--- src/rtl/core/tlrs_pkg.sv ---
`timescale 1ns / 1ps
// ----------------------------------------------------------------------------
// tlrs_pkg
// Shared types and constants for the text line row segmenter.
// ----------------------------------------------------------------------------
package tlrs_pkg;

    // frame geometry
    localparam int MAX_ROWS = 2048;
    localparam int ROW_W    = $clog2(MAX_ROWS);
    localparam int CNT_W    = $clog2(MAX_ROWS + 1);
    localparam logic [CNT_W-1:0] MAX_ROWS_C = CNT_W'(MAX_ROWS);

    // register file
    localparam int PIX_W     = 8;
    localparam int SPAN_W    = 12;
    localparam int CFG_IDX_W = 2;
    localparam int CFG_DAT_W = 12;

    localparam logic [CFG_IDX_W-1:0] CFG_DARK_THRESHOLD = CFG_IDX_W'(0);
    localparam logic [CFG_IDX_W-1:0] CFG_MIN_SPAN_INNER = CFG_IDX_W'(1);
    localparam logic [CFG_IDX_W-1:0] CFG_MIN_SPAN_FINAL = CFG_IDX_W'(2);

    localparam logic [PIX_W-1:0]  RST_DARK_THRESHOLD = PIX_W'(100);
    localparam logic [SPAN_W-1:0] RST_MIN_SPAN_INNER = SPAN_W'(7);
    localparam logic [SPAN_W-1:0] RST_MIN_SPAN_FINAL = SPAN_W'(5);
    localparam logic [PIX_W-1:0]  PIX_WHITE          = PIX_W'(255);

    // request queue between front and back
    localparam int Q_DEPTH = 4;
    localparam int Q_PTR_W = $clog2(Q_DEPTH);
    localparam int Q_CNT_W = $clog2(Q_DEPTH + 1);

    // everything one accepted pixel produces: a closed segment and/or a frame result
    typedef struct packed {
        logic              inner_valid;
        logic [ROW_W-1:0]  inner_top;
        logic [CNT_W-1:0]  inner_height;
        logic              frame_end;
        logic              fin_valid;
        logic [ROW_W-1:0]  fin_top;
        logic [CNT_W-1:0]  fin_height;
    } t_seg_rec;

    typedef struct packed {
        logic empty;
        logic full;
    } t_q_status;

endpackage

--- src/rtl/core/tlrs_front.sv ---
`timescale 1ns / 1ps
// ----------------------------------------------------------------------------
// tlrs_front
// Accepts pixels, tracks the darkest pixel per row, classifies rows and
// updates the current run; emits a request per frame and per long closed run.
// ----------------------------------------------------------------------------
module tlrs_front
    import tlrs_pkg::*;
(
    input  logic                 i_clk,
    input  logic                 i_rst_n,
    input  logic                 i_cfg_we,
    input  logic [CFG_IDX_W-1:0] i_cfg_index,
    input  logic [CFG_DAT_W-1:0] i_cfg_data,
    input  logic                 i_valid,
    input  logic [PIX_W-1:0]     i_pixel,
    input  logic                 i_row_end,
    input  logic                 i_frame_end,
    input  t_q_status            i_q_status,
    output logic                 o_stall,
    output logic                 o_push,
    output t_seg_rec             o_rec
);

    logic [PIX_W-1:0]  r_thr;
    logic [SPAN_W-1:0] r_min_inner;
    logic [SPAN_W-1:0] r_min_final;

    logic [CNT_W-1:0]  r_row_idx, n_row_idx;
    logic [PIX_W-1:0]  r_darkest, n_darkest;
    logic [ROW_W-1:0]  r_first, n_first;
    logic [ROW_W-1:0]  r_last, n_last;

    logic              accept;
    logic              over;
    logic              row_close;
    logic              row_dark;
    logic              run_cont;
    logic              inner_hit;
    logic              fin_hit;
    logic [PIX_W-1:0]  darkest_nx;
    logic [ROW_W-1:0]  cur_row;
    logic [ROW_W-1:0]  span_in;
    logic [ROW_W-1:0]  span_fin;
    logic [ROW_W-1:0]  in_top;
    logic [CNT_W-1:0]  in_end;
    logic [ROW_W-1:0]  fin_top;
    logic [CNT_W-1:0]  fin_end;

    assign o_stall = i_q_status.full;
    assign accept  = i_valid && !i_q_status.full;

    always_comb begin
        darkest_nx = (i_pixel < r_darkest) ? i_pixel : r_darkest;
        over       = (r_row_idx >= MAX_ROWS_C);
        row_close  = accept && !over && (i_row_end || i_frame_end);
        // 255 - x is the bitwise inverse on eight bits
        row_dark   = (~darkest_nx) > r_thr;
        cur_row    = r_row_idx[ROW_W-1:0];
        run_cont   = (({1'b0, r_last} + CNT_W'(1)) == r_row_idx);
        span_in    = r_last - r_first;
        inner_hit  = row_close && row_dark && !run_cont && (r_last >= r_first) &&
                     ({1'b0, span_in} > r_min_inner);
        in_top     = (r_first != '0) ? (r_first - ROW_W'(1)) : r_first;
        in_end     = {1'b0, r_last} + CNT_W'(1);

        n_first = r_first;
        n_last  = r_last;
        if (row_close && row_dark) begin
            if (run_cont) begin
                n_last = cur_row;
            end else begin
                n_first = cur_row;
                n_last  = cur_row;
            end
        end
        n_row_idx = row_close ? (r_row_idx + CNT_W'(1)) : r_row_idx;
        n_darkest = r_darkest;
        if (accept && !over) begin
            n_darkest = row_close ? PIX_WHITE : darkest_nx;
        end

        // frame result works on the run as left by this pixel
        span_fin = n_last - n_first;
        fin_hit  = (n_last >= n_first) && ({1'b0, span_fin} > r_min_final);
        fin_top  = (n_first != '0) ? (n_first - ROW_W'(1)) : n_first;
        fin_end  = {1'b0, n_last};
        if ((n_row_idx != '0) && (fin_end < (n_row_idx - CNT_W'(1)))) begin
            fin_end = fin_end + CNT_W'(1);
        end

        o_rec.inner_valid  = inner_hit;
        o_rec.inner_top    = in_top;
        o_rec.inner_height = in_end - {1'b0, in_top};
        o_rec.frame_end    = i_frame_end;
        o_rec.fin_valid    = fin_hit;
        o_rec.fin_top      = fin_hit ? fin_top : '0;
        o_rec.fin_height   = fin_hit ? (fin_end - {1'b0, fin_top}) : '0;
        o_push             = accept && (inner_hit || i_frame_end);

        if (accept && i_frame_end) begin
            n_row_idx = '0;
            n_darkest = PIX_WHITE;
            n_first   = '0;
            n_last    = '0;
        end
    end

    always_ff @(posedge i_clk) begin
        if (!i_rst_n) begin
            r_row_idx <= '0;
            r_darkest <= PIX_WHITE;
            r_first   <= '0;
            r_last    <= '0;
        end else begin
            r_row_idx <= n_row_idx;
            r_darkest <= n_darkest;
            r_first   <= n_first;
            r_last    <= n_last;
        end
    end

    always_ff @(posedge i_clk) begin
        if (!i_rst_n) begin
            r_thr       <= RST_DARK_THRESHOLD;
            r_min_inner <= RST_MIN_SPAN_INNER;
            r_min_final <= RST_MIN_SPAN_FINAL;
        end else if (i_cfg_we) begin
            case (i_cfg_index)
                CFG_DARK_THRESHOLD: r_thr       <= i_cfg_data[PIX_W-1:0];
                CFG_MIN_SPAN_INNER: r_min_inner <= i_cfg_data[SPAN_W-1:0];
                CFG_MIN_SPAN_FINAL: r_min_final <= i_cfg_data[SPAN_W-1:0];
                default: ;
            endcase
        end
    end

`ifndef SYNTH
    a_row_idx_bound: assert property (@(posedge i_clk) disable iff (!i_rst_n)
        r_row_idx <= MAX_ROWS_C)
        else $error("row index past frame limit");

    a_frame_clears: assert property (@(posedge i_clk) disable iff (!i_rst_n)
        (accept && i_frame_end) |=> (r_row_idx == '0 && r_darkest == PIX_WHITE))
        else $error("frame state not cleared after frame end");
`endif

endmodule

--- src/rtl/core/tlrs_queue.sv ---
`timescale 1ns / 1ps
// ----------------------------------------------------------------------------
// tlrs_queue
// Short request queue decoupling the pixel front from the result back.
// ----------------------------------------------------------------------------
module tlrs_queue
    import tlrs_pkg::*;
(
    input  logic      i_clk,
    input  logic      i_rst_n,
    input  logic      i_push,
    input  t_seg_rec  i_rec,
    input  logic      i_pop,
    output t_seg_rec  o_head,
    output t_q_status o_status
);

    t_seg_rec             r_mem [Q_DEPTH];
    logic [Q_PTR_W-1:0]   r_wr_ptr;
    logic [Q_PTR_W-1:0]   r_rd_ptr;
    logic [Q_CNT_W-1:0]   r_count;
    logic                 do_push;
    logic                 do_pop;

    assign o_status.empty = (r_count == '0);
    assign o_status.full  = (r_count == Q_CNT_W'(Q_DEPTH));
    assign o_head         = r_mem[r_rd_ptr];
    assign do_push        = i_push && !o_status.full;
    assign do_pop         = i_pop && !o_status.empty;

    always_ff @(posedge i_clk) begin
        if (do_push) begin
            r_mem[r_wr_ptr] <= i_rec;
        end
    end

    always_ff @(posedge i_clk) begin
        if (!i_rst_n) begin
            r_wr_ptr <= '0;
            r_rd_ptr <= '0;
            r_count  <= '0;
        end else begin
            if (do_push) begin
                r_wr_ptr <= r_wr_ptr + Q_PTR_W'(1);
            end
            if (do_pop) begin
                r_rd_ptr <= r_rd_ptr + Q_PTR_W'(1);
            end
            case ({do_push, do_pop})
                2'b10:   r_count <= r_count + Q_CNT_W'(1);
                2'b01:   r_count <= r_count - Q_CNT_W'(1);
                default: r_count <= r_count;
            endcase
        end
    end

`ifndef SYNTH
    a_count_bound: assert property (@(posedge i_clk) disable iff (!i_rst_n)
        r_count <= Q_CNT_W'(Q_DEPTH))
        else $error("queue count overflow");

    a_no_push_full: assert property (@(posedge i_clk) disable iff (!i_rst_n)
        o_status.full |-> !i_push)
        else $error("request pushed into full queue");
`endif

endmodule

--- src/rtl/core/tlrs_back.sv ---
`timescale 1ns / 1ps
// ----------------------------------------------------------------------------
// tlrs_back
// Drains queued requests into the output register, splitting a request that
// holds both a closed segment and a frame result into two results.
// ----------------------------------------------------------------------------
module tlrs_back
    import tlrs_pkg::*;
(
    input  logic             i_clk,
    input  logic             i_rst_n,
    input  t_seg_rec         i_head,
    input  t_q_status        i_q_status,
    input  logic             i_stall,
    output logic             o_pop,
    output logic             o_valid,
    output logic             o_segment_valid,
    output logic [ROW_W-1:0] o_segment_top,
    output logic [CNT_W-1:0] o_segment_height,
    output logic             o_frame_done
);

    logic             r_out_valid;
    logic             r_seg_valid;
    logic [ROW_W-1:0] r_top;
    logic [CNT_W-1:0] r_height;
    logic             r_done;
    logic             r_pend;
    logic             r_fin_valid;
    logic [ROW_W-1:0] r_fin_top;
    logic [CNT_W-1:0] r_fin_height;
    logic             out_free;

    assign out_free = !r_out_valid || !i_stall;
    assign o_pop    = out_free && !r_pend && !i_q_status.empty;

    assign o_valid          = r_out_valid;
    assign o_segment_valid  = r_seg_valid;
    assign o_segment_top    = r_top;
    assign o_segment_height = r_height;
    assign o_frame_done     = r_done;

    // control
    always_ff @(posedge i_clk) begin
        if (!i_rst_n) begin
            r_out_valid <= 1'b0;
            r_pend      <= 1'b0;
        end else if (out_free) begin
            if (r_pend) begin
                r_out_valid <= 1'b1;
                r_pend      <= 1'b0;
            end else if (!i_q_status.empty) begin
                r_out_valid <= 1'b1;
                r_pend      <= i_head.inner_valid && i_head.frame_end;
            end else begin
                r_out_valid <= 1'b0;
            end
        end
    end

    // payload
    always_ff @(posedge i_clk) begin
        if (out_free) begin
            if (r_pend) begin
                r_seg_valid <= r_fin_valid;
                r_top       <= r_fin_top;
                r_height    <= r_fin_height;
                r_done      <= 1'b1;
            end else if (i_head.inner_valid) begin
                r_seg_valid  <= 1'b1;
                r_top        <= i_head.inner_top;
                r_height     <= i_head.inner_height;
                r_done       <= 1'b0;
                r_fin_valid  <= i_head.fin_valid;
                r_fin_top    <= i_head.fin_top;
                r_fin_height <= i_head.fin_height;
            end else begin
                r_seg_valid <= i_head.fin_valid;
                r_top       <= i_head.fin_top;
                r_height    <= i_head.fin_height;
                r_done      <= 1'b1;
            end
        end
    end

`ifndef SYNTH
    a_pend_has_out: assert property (@(posedge i_clk) disable iff (!i_rst_n)
        r_pend |-> r_out_valid)
        else $error("pending frame result without a result in the output register");

    a_pend_no_pop: assert property (@(posedge i_clk) disable iff (!i_rst_n)
        r_pend |-> !o_pop)
        else $error("queue popped while frame result pending");
`endif

endmodule

--- src/rtl/core/text_line_row_segmenter.sv ---
`timescale 1ns / 1ps
// ----------------------------------------------------------------------------
// text_line_row_segmenter
// Finds horizontal text line segments in a grayscale raster streamed in
// row order and reports each as a padded top row and height.
// ----------------------------------------------------------------------------
// Usage:
//   Input channel: i_valid / o_stall with i_pixel, i_row_end, i_frame_end;
//   one pixel is taken per clock while o_stall is low. o_stall rises only
//   when the four-entry request queue is full.
//   Output channel: o_valid / i_stall with o_segment_valid, o_segment_top,
//   o_segment_height, o_frame_done. Every frame ends in one result with
//   o_frame_done set; a row end that closes a long enough run gives one more
//   result before it.
//   A request is written into the queue and then into the output register;
//   a frame end that also closes a run gives two results, the segment first.
//   Throughput: one pixel per cycle while o_stall is low. When the receiver
//   stalls, the output register holds its result and the queue absorbs up to
//   four further requests before o_stall is raised. Configuration (i_cfg_we,
//   i_cfg_index, i_cfg_data) must be written while idle (not enforced).
//   Synchronous reset restores register defaults and clears frame state.
// ----------------------------------------------------------------------------
module text_line_row_segmenter
    import tlrs_pkg::*;
(
    input  logic                 i_clk,
    input  logic                 i_rst_n,
    input  logic                 i_cfg_we,
    input  logic [CFG_IDX_W-1:0] i_cfg_index,
    input  logic [CFG_DAT_W-1:0] i_cfg_data,
    input  logic                 i_valid,
    output logic                 o_stall,
    input  logic [PIX_W-1:0]     i_pixel,
    input  logic                 i_row_end,
    input  logic                 i_frame_end,
    output logic                 o_valid,
    input  logic                 i_stall,
    output logic                 o_segment_valid,
    output logic [ROW_W-1:0]     o_segment_top,
    output logic [CNT_W-1:0]     o_segment_height,
    output logic                 o_frame_done
);

    logic      push;
    logic      pop;
    t_seg_rec  rec;
    t_seg_rec  head;
    t_q_status q_status;

    tlrs_front u_front (
        .i_clk       (i_clk),
        .i_rst_n     (i_rst_n),
        .i_cfg_we    (i_cfg_we),
        .i_cfg_index (i_cfg_index),
        .i_cfg_data  (i_cfg_data),
        .i_valid     (i_valid),
        .i_pixel     (i_pixel),
        .i_row_end   (i_row_end),
        .i_frame_end (i_frame_end),
        .i_q_status  (q_status),
        .o_stall     (o_stall),
        .o_push      (push),
        .o_rec       (rec)
    );

    tlrs_queue u_queue (
        .i_clk    (i_clk),
        .i_rst_n  (i_rst_n),
        .i_push   (push),
        .i_rec    (rec),
        .i_pop    (pop),
        .o_head   (head),
        .o_status (q_status)
    );

    tlrs_back u_back (
        .i_clk            (i_clk),
        .i_rst_n          (i_rst_n),
        .i_head           (head),
        .i_q_status       (q_status),
        .i_stall          (i_stall),
        .o_pop            (pop),
        .o_valid          (o_valid),
        .o_segment_valid  (o_segment_valid),
        .o_segment_top    (o_segment_top),
        .o_segment_height (o_segment_height),
        .o_frame_done     (o_frame_done)
    );

endmodule

--- config.mk ---
export PLATFORM = sky130hd
export DESIGN_NAME = text_line_row_segmenter
export DESIGN_NICKNAME = d
export VERILOG_FILES = /design/src/rtl/core/tlrs_pkg.sv /design/src/rtl/core/tlrs_front.sv /design/src/rtl/core/tlrs_queue.sv /design/src/rtl/core/tlrs_back.sv /design/src/rtl/core/text_line_row_segmenter.sv
export SDC_FILE = /design/constraint.sdc
export NUM_CORES = 1
export LEC_CHECK = 0
export ABC_AREA = 1
export BUFFER_PORTS_ARGS = -buffer_cell sky130_fd_sc_hd__buf_2
export CAP_MARGIN = 30
export CORE_MARGIN = 5
export CORE_UTILIZATION = 55
export DETAILED_ROUTE_END_ITERATION = 8
export HOLD_SLACK_MARGIN = 0.1
export PLACE_DENSITY = 0.72
export REMOVE_ABC_BUFFERS = 1
export SLEW_MARGIN = 10
export SYNTH_ARGS = -nofsm -noshare
export SYNTH_HDL_FRONTEND = slang
export SYNTH_SLANG_ARGS = --single-unit
--- constraint.sdc ---
create_clock -name i_clk -period 8.8 [get_ports i_clk]
set_input_delay 1.32 -clock i_clk [delete_from_list [all_inputs] [get_ports i_clk]]
set_output_delay 1.32 -clock i_clk [all_outputs]
set_load 0.01 [all_outputs]
# == Word level (Yosys, flattened, before mapping) ==
# Memories as Yosys holds them, arrays and structs flattened. A register that Yosys moved wholly into a read port is not among the register bits.
# Index checks and enable logic that the tools add are counted.
# Widths: inputs -> output; s select.
# op_classes
n_addsub,14
bitwise,3
order_cmp,8
reduce_logical,37
eq_ne,6
muxes,27
# ops
operator,n
$mux 11,8
$mux 12,5
$add 11x1->12 const B,2
$gt 11x12->1,2
$sub 12x11->12,2
$ge 11x11->1,2
$reduce_bool 11->1,2
$sub 11x1->11 const B,2
$sub 11x11->11,2
$logic_and 1x1->1,16
$mux 8,2
$add 12x1->12 const B,1
$eq 12x12->1,1
$ge 12x12->1 const B,1
$lt 11x12->1,1
$reduce_bool 12->1,1
$sub 12x1->12 const B,1
$mux 1,9
$gt 8x8->1,1
$lt 8x8->1,1
$not 8->8,1
$logic_not 1->1,7
$pmux 3 s2,1
$reduce_and 2->1,3
14 further kinds,21
# totals
ram_bits,196
memories,1
wordCells,115
inputBits,29
ff_bits,132
output_inout_bits,27
# mem_list
memory,depth,word_bits,read_ports,rd_ports_with_merged_regs,write_ports,line_no,rtl
u_queue.r_mem,4,49,1,1,1,tlrs_queue.sv:18,t_seg_rec r_mem [Q_DEPTH];

# == Logic depth before layout (Yosys ltp) ==
# logic_depth
word_depth,14
mapped_depth,48
mapped_depth_nobuf,45

# == Hierarchy ==
# A second synthesis with hierarchy kept.
# hier_totals
hier_cells,1947
hier_area_um2,17752.0
# modules_own_cells
mod,n_inst,seq_area_each_um2,cells_each,area_each_um2
tlrs_front,1,1481.4,1234,7986.4
tlrs_queue,1,6065.8,544,7743.7
tlrs_back,1,1511.4,169,2021.9

# == Least setup slack after synthesis ==
# No wires, ideal clock.
# synth_path
kind,input-to-reg
startpoint,input i_pixel[1]
endpoint,memory u_queue.r_mem[0][17] in the netlist's numbering (data pin)
t_arrival_ns,7.199
path_buffers,3
t_required_ns,8.632
cell_stages,41
setup_time_ns,0.168
path_slack_ns,1.433
cell_sequence,ha_1 -> a21boi_0 -> o211ai_1 -> nand2_1 -> nand4_1 -> o211ai_1 -> clkbuf_1 -> nand2_1 -> o21ai_0 -> ha_1 -> nand2_1 -> nor2_1 -> nand3_1 -> nor2_1 -> nor2_2 -> nand2_2 -> clkinv_1 -> nand2_4 -> (+5 left out) -> fa_1 -> o21ai_0 -> nand2_1 -> o211ai_1 -> nand2_1 -> nand2_1 -> a21oi_1 -> xnor2_1 -> ha_1 -> nand4_1 -> nor3_1 -> nand2_1 -> o211ai_1 -> nand2_1 -> a31oi_2 -> clkinv_1 -> buf_1 -> nor2_1
# synth_lines
element,line_no,rtl
start: declaration,text_line_row_segmenter.sv:33,"input logic [PIX_W-1:0] i_pixel,"
end: declaration,tlrs_queue.sv:18,

==> run metrics <==
max cap viols 0; drc violations 0; Initial Utilization between 50% and 60%; Max-Slew Margin vs Limit 39.1%; mapped cell area about 18000 um2; Core Footprint 31600 um2; first-pass GRT wire length around 69000 um; filler cell count between 2000 and 3000; Leak just over 8 nW; Port Buffer Count 55; Clock Tree Buf Depth 3; PwrDens between 300 and 400 nW/um2; Tmin final 7900 ps; die span in x 189 um; clk slew on worst S/H paths approximately 60 ps; largest fanout on the critical path 17; number of post-CTS setup repair buffers 0; final setup margin roughly 900 ps; worst vdd ir about 180 uV; overall global routing resource usage 24.1%; flops & latches, synth between 300 and 400; CP peak stage delay roughly 400 ps; Worst Max-Slew Pin Slew approximately 900 ps; final worst-path cycle share between 80% and 90%; clk root buf clkbuf_16; cells after synthesis between 1500 and 2000; initial drt markers 1028; layout cells sized above 1 approximately a tenth; row cnt 65; ys async rst share 0%; Place WS roughly 460 ps; Antenna Cells 0; Ys Warns 0; top_reg_cell synth edfxtp_1; cts hold-fix bufs 0; wire per inst ~18 um; Die ar. roughly 36000 um2; die height between 150 and 200 um; final hold violation count 0; CTS-repair resized insts 0; num ports 56; initial antenna violation count 0; P&R area growth vs syn 11.1%; Nets 2096; drt first pass iters 5; Congestion Overflow GR 0; routed wire length 43600 um; worst skew pair latency approximately 530 ps; Seq/Total Area, Yosys around half; crit path max-delay cell type fa_1; total number of vias about 13000; HPWL Detailed 30300 um; syn avg cell area slightly above 9 um2; critical path class in2reg; Worst Clk Skew approximately 18 ps; largest net degree at the start of global routing 100; Final Wtd Congestion ~0.93; run status complete, no violations; RSZ-0062 raised after global routing false; Min-Delay Path Class reg2reg; vias per std cell 5.62; number of flops mapped to enable cells by yosys roughly 250; highest clock rate roughly 130 MHz; Setup crit end kind flip-flop; Detail Route Antenna Nets 0; number of CTS-inserted buffers 37; most frequent CP cell nand2_1; Cell variety after synth 54; CP arrival around 8200 ps; Max Slew Vio Count 0; Sink Count 330; TNS Setup 0 ps; H-tree levels 2; WP data required between 9000 and 10000 ps; CTS tree done; Setup Viol. Count Final 0; vias in the first global route approximately 13000; crit start category input port
[cell usage after synthesis, types with 24 or more instances]
cell type    n  share of area (%)
nand2_1    303                6.4
edfxtp_1   245                 42
nor2_1     217                4.6
inv_1      216                4.6
o21ai_0    209                5.9
ha_1       103                7.3
a21oi_1     93                2.6
dfxtp_1     85                9.6
nand3_1     64                1.8
clkbuf_1    52                1.1
xor2_1      49                2.4
nand4_1     27               0.96
o22ai_1     25               0.89
o221ai_1    24                1.2
[worst max-delay path: cells and delay by family]
kind	cells	cell delay, ps
buffers and inverters	6	950
XOR/XNOR	1	140
AO/OA/AOI/OAI	9	1590
AND/OR/NAND/NOR	20	2600
adder cells (fa/ha/maj)	5	1540
[final cells by class]
| cell class | count | area, um2 | share of cell area [%] |
|---|---|---|---|
| inverter | 228 | 856 | 4.36 |
| sequential | 330 | 9060 | 46.2 |
| clock inverter | 24 | 249 | 1.27 |
| tap | 402 | 503 | 2.56 |
| multi-input combinational | 1287 | 7490 | 38.2 |
| timing repair buffer | 75 | 478 | 2.44 |
| clock buffer | 42 | 976 | 4.98 |
[metrics by stage]
stage	hold WS, ps	total power [mW]	area (um2)	std cells	util (%)
finish	459	7.17	19600	2388	62.0
floorplan	435	4.60	17400	1845	-
CTS	464	7.16	19600	2386	61.8
global placement	454	5.50	18300	2319	57.9
detailed placement	455	5.60	18300	2320	57.9
global route	498	7.69	19600	2388	62.0
[cell usage in the layout (no fill, tap or decap), types with 4 or more instances in the layout]
cell and n:
nand4_1 27, o22ai_1 25, o21bai_1 5, clkinv_1 6
nor2_2 9, clkinv_2 11, xnor2_1 18, nand3_4 4
o21ai_0 209, a21oi_1 93, buf_4 17, clkbuf_16 38
nand2_2 20, nand3_1 64, inv_2 10, o21a_1 4
ha_1 103, nor2_1 212, nor2_4 9, nor3_1 21
bufinv_16 4, o221ai_1 24, xor2_1 49, nand2_4 7
nand2_1 303, fa_1 5, nand3_2 6, inv_1 216
o21ai_1 16, o211ai_1 20, a31oi_1 5, dfxtp_1 84
buf_2 55, a21o_1 4, edfxtp_1 245
[power breakdown]
group	switching, mW	internal (mW)
combinational	2.18	1.00
sequential	0.101	2.35
clock	0.621	0.920
total	2.90	4.27
[cells by family after synthesis]
family / Yosys count / synth area share (%)
AO/OA/AOI/OAI: 416 / 13.3
XOR/XNOR: 68 / 3.42
adder cells (fa/ha/maj): 108 / 7.87
buffers and inverters: 292 / 6.44
flip-flops: 330 / 51.3
AND/OR/NAND/NOR: 695 / 17.6
[registers in the layout (all words and copies together), names as in the netlist, 12 cells and up, named ones only]
| name | flops |
|---|---|
| u_front.r_min_inner | 12 |
| u_back.o_segment_height | 12 |
| u_back.r_fin_height | 12 |
| u_front.r_row_idx | 12 |
| u_front.r_min_final | 12 |
| u_queue.r_mem | 196 |
[path summary, 6_finish.rpt]
check | startpoint | to | slack, ps | cells past startpoint
setup / recovery | i_pixel[1] | u_queue.r_mem[2][3] | 900 | 41
hold / removal | u_front.r_min_inner[5] | u_front.r_min_inner[5] | 460 | 2
setup reg to reg | u_front.r_darkest[1] | u_queue.r_mem[2][3] | 1440 | 40
hold reg to reg | u_front.r_min_inner[5] | u_front.r_min_inner[5] | 460 | 2
[per-layer routing]
layer / part of all wire [%] / global-route usage, % / vias to the layer above
met4: 3.7 / 8.91 / 0
li1: - / - / 6633
met1: 43 / 31.9 / 6300
met2: 48 / 40.6 / 396
met3: 5.6 / 3.37 / 90
met5: 0 / 0 / -
Power figures use the tool's default switching activity.
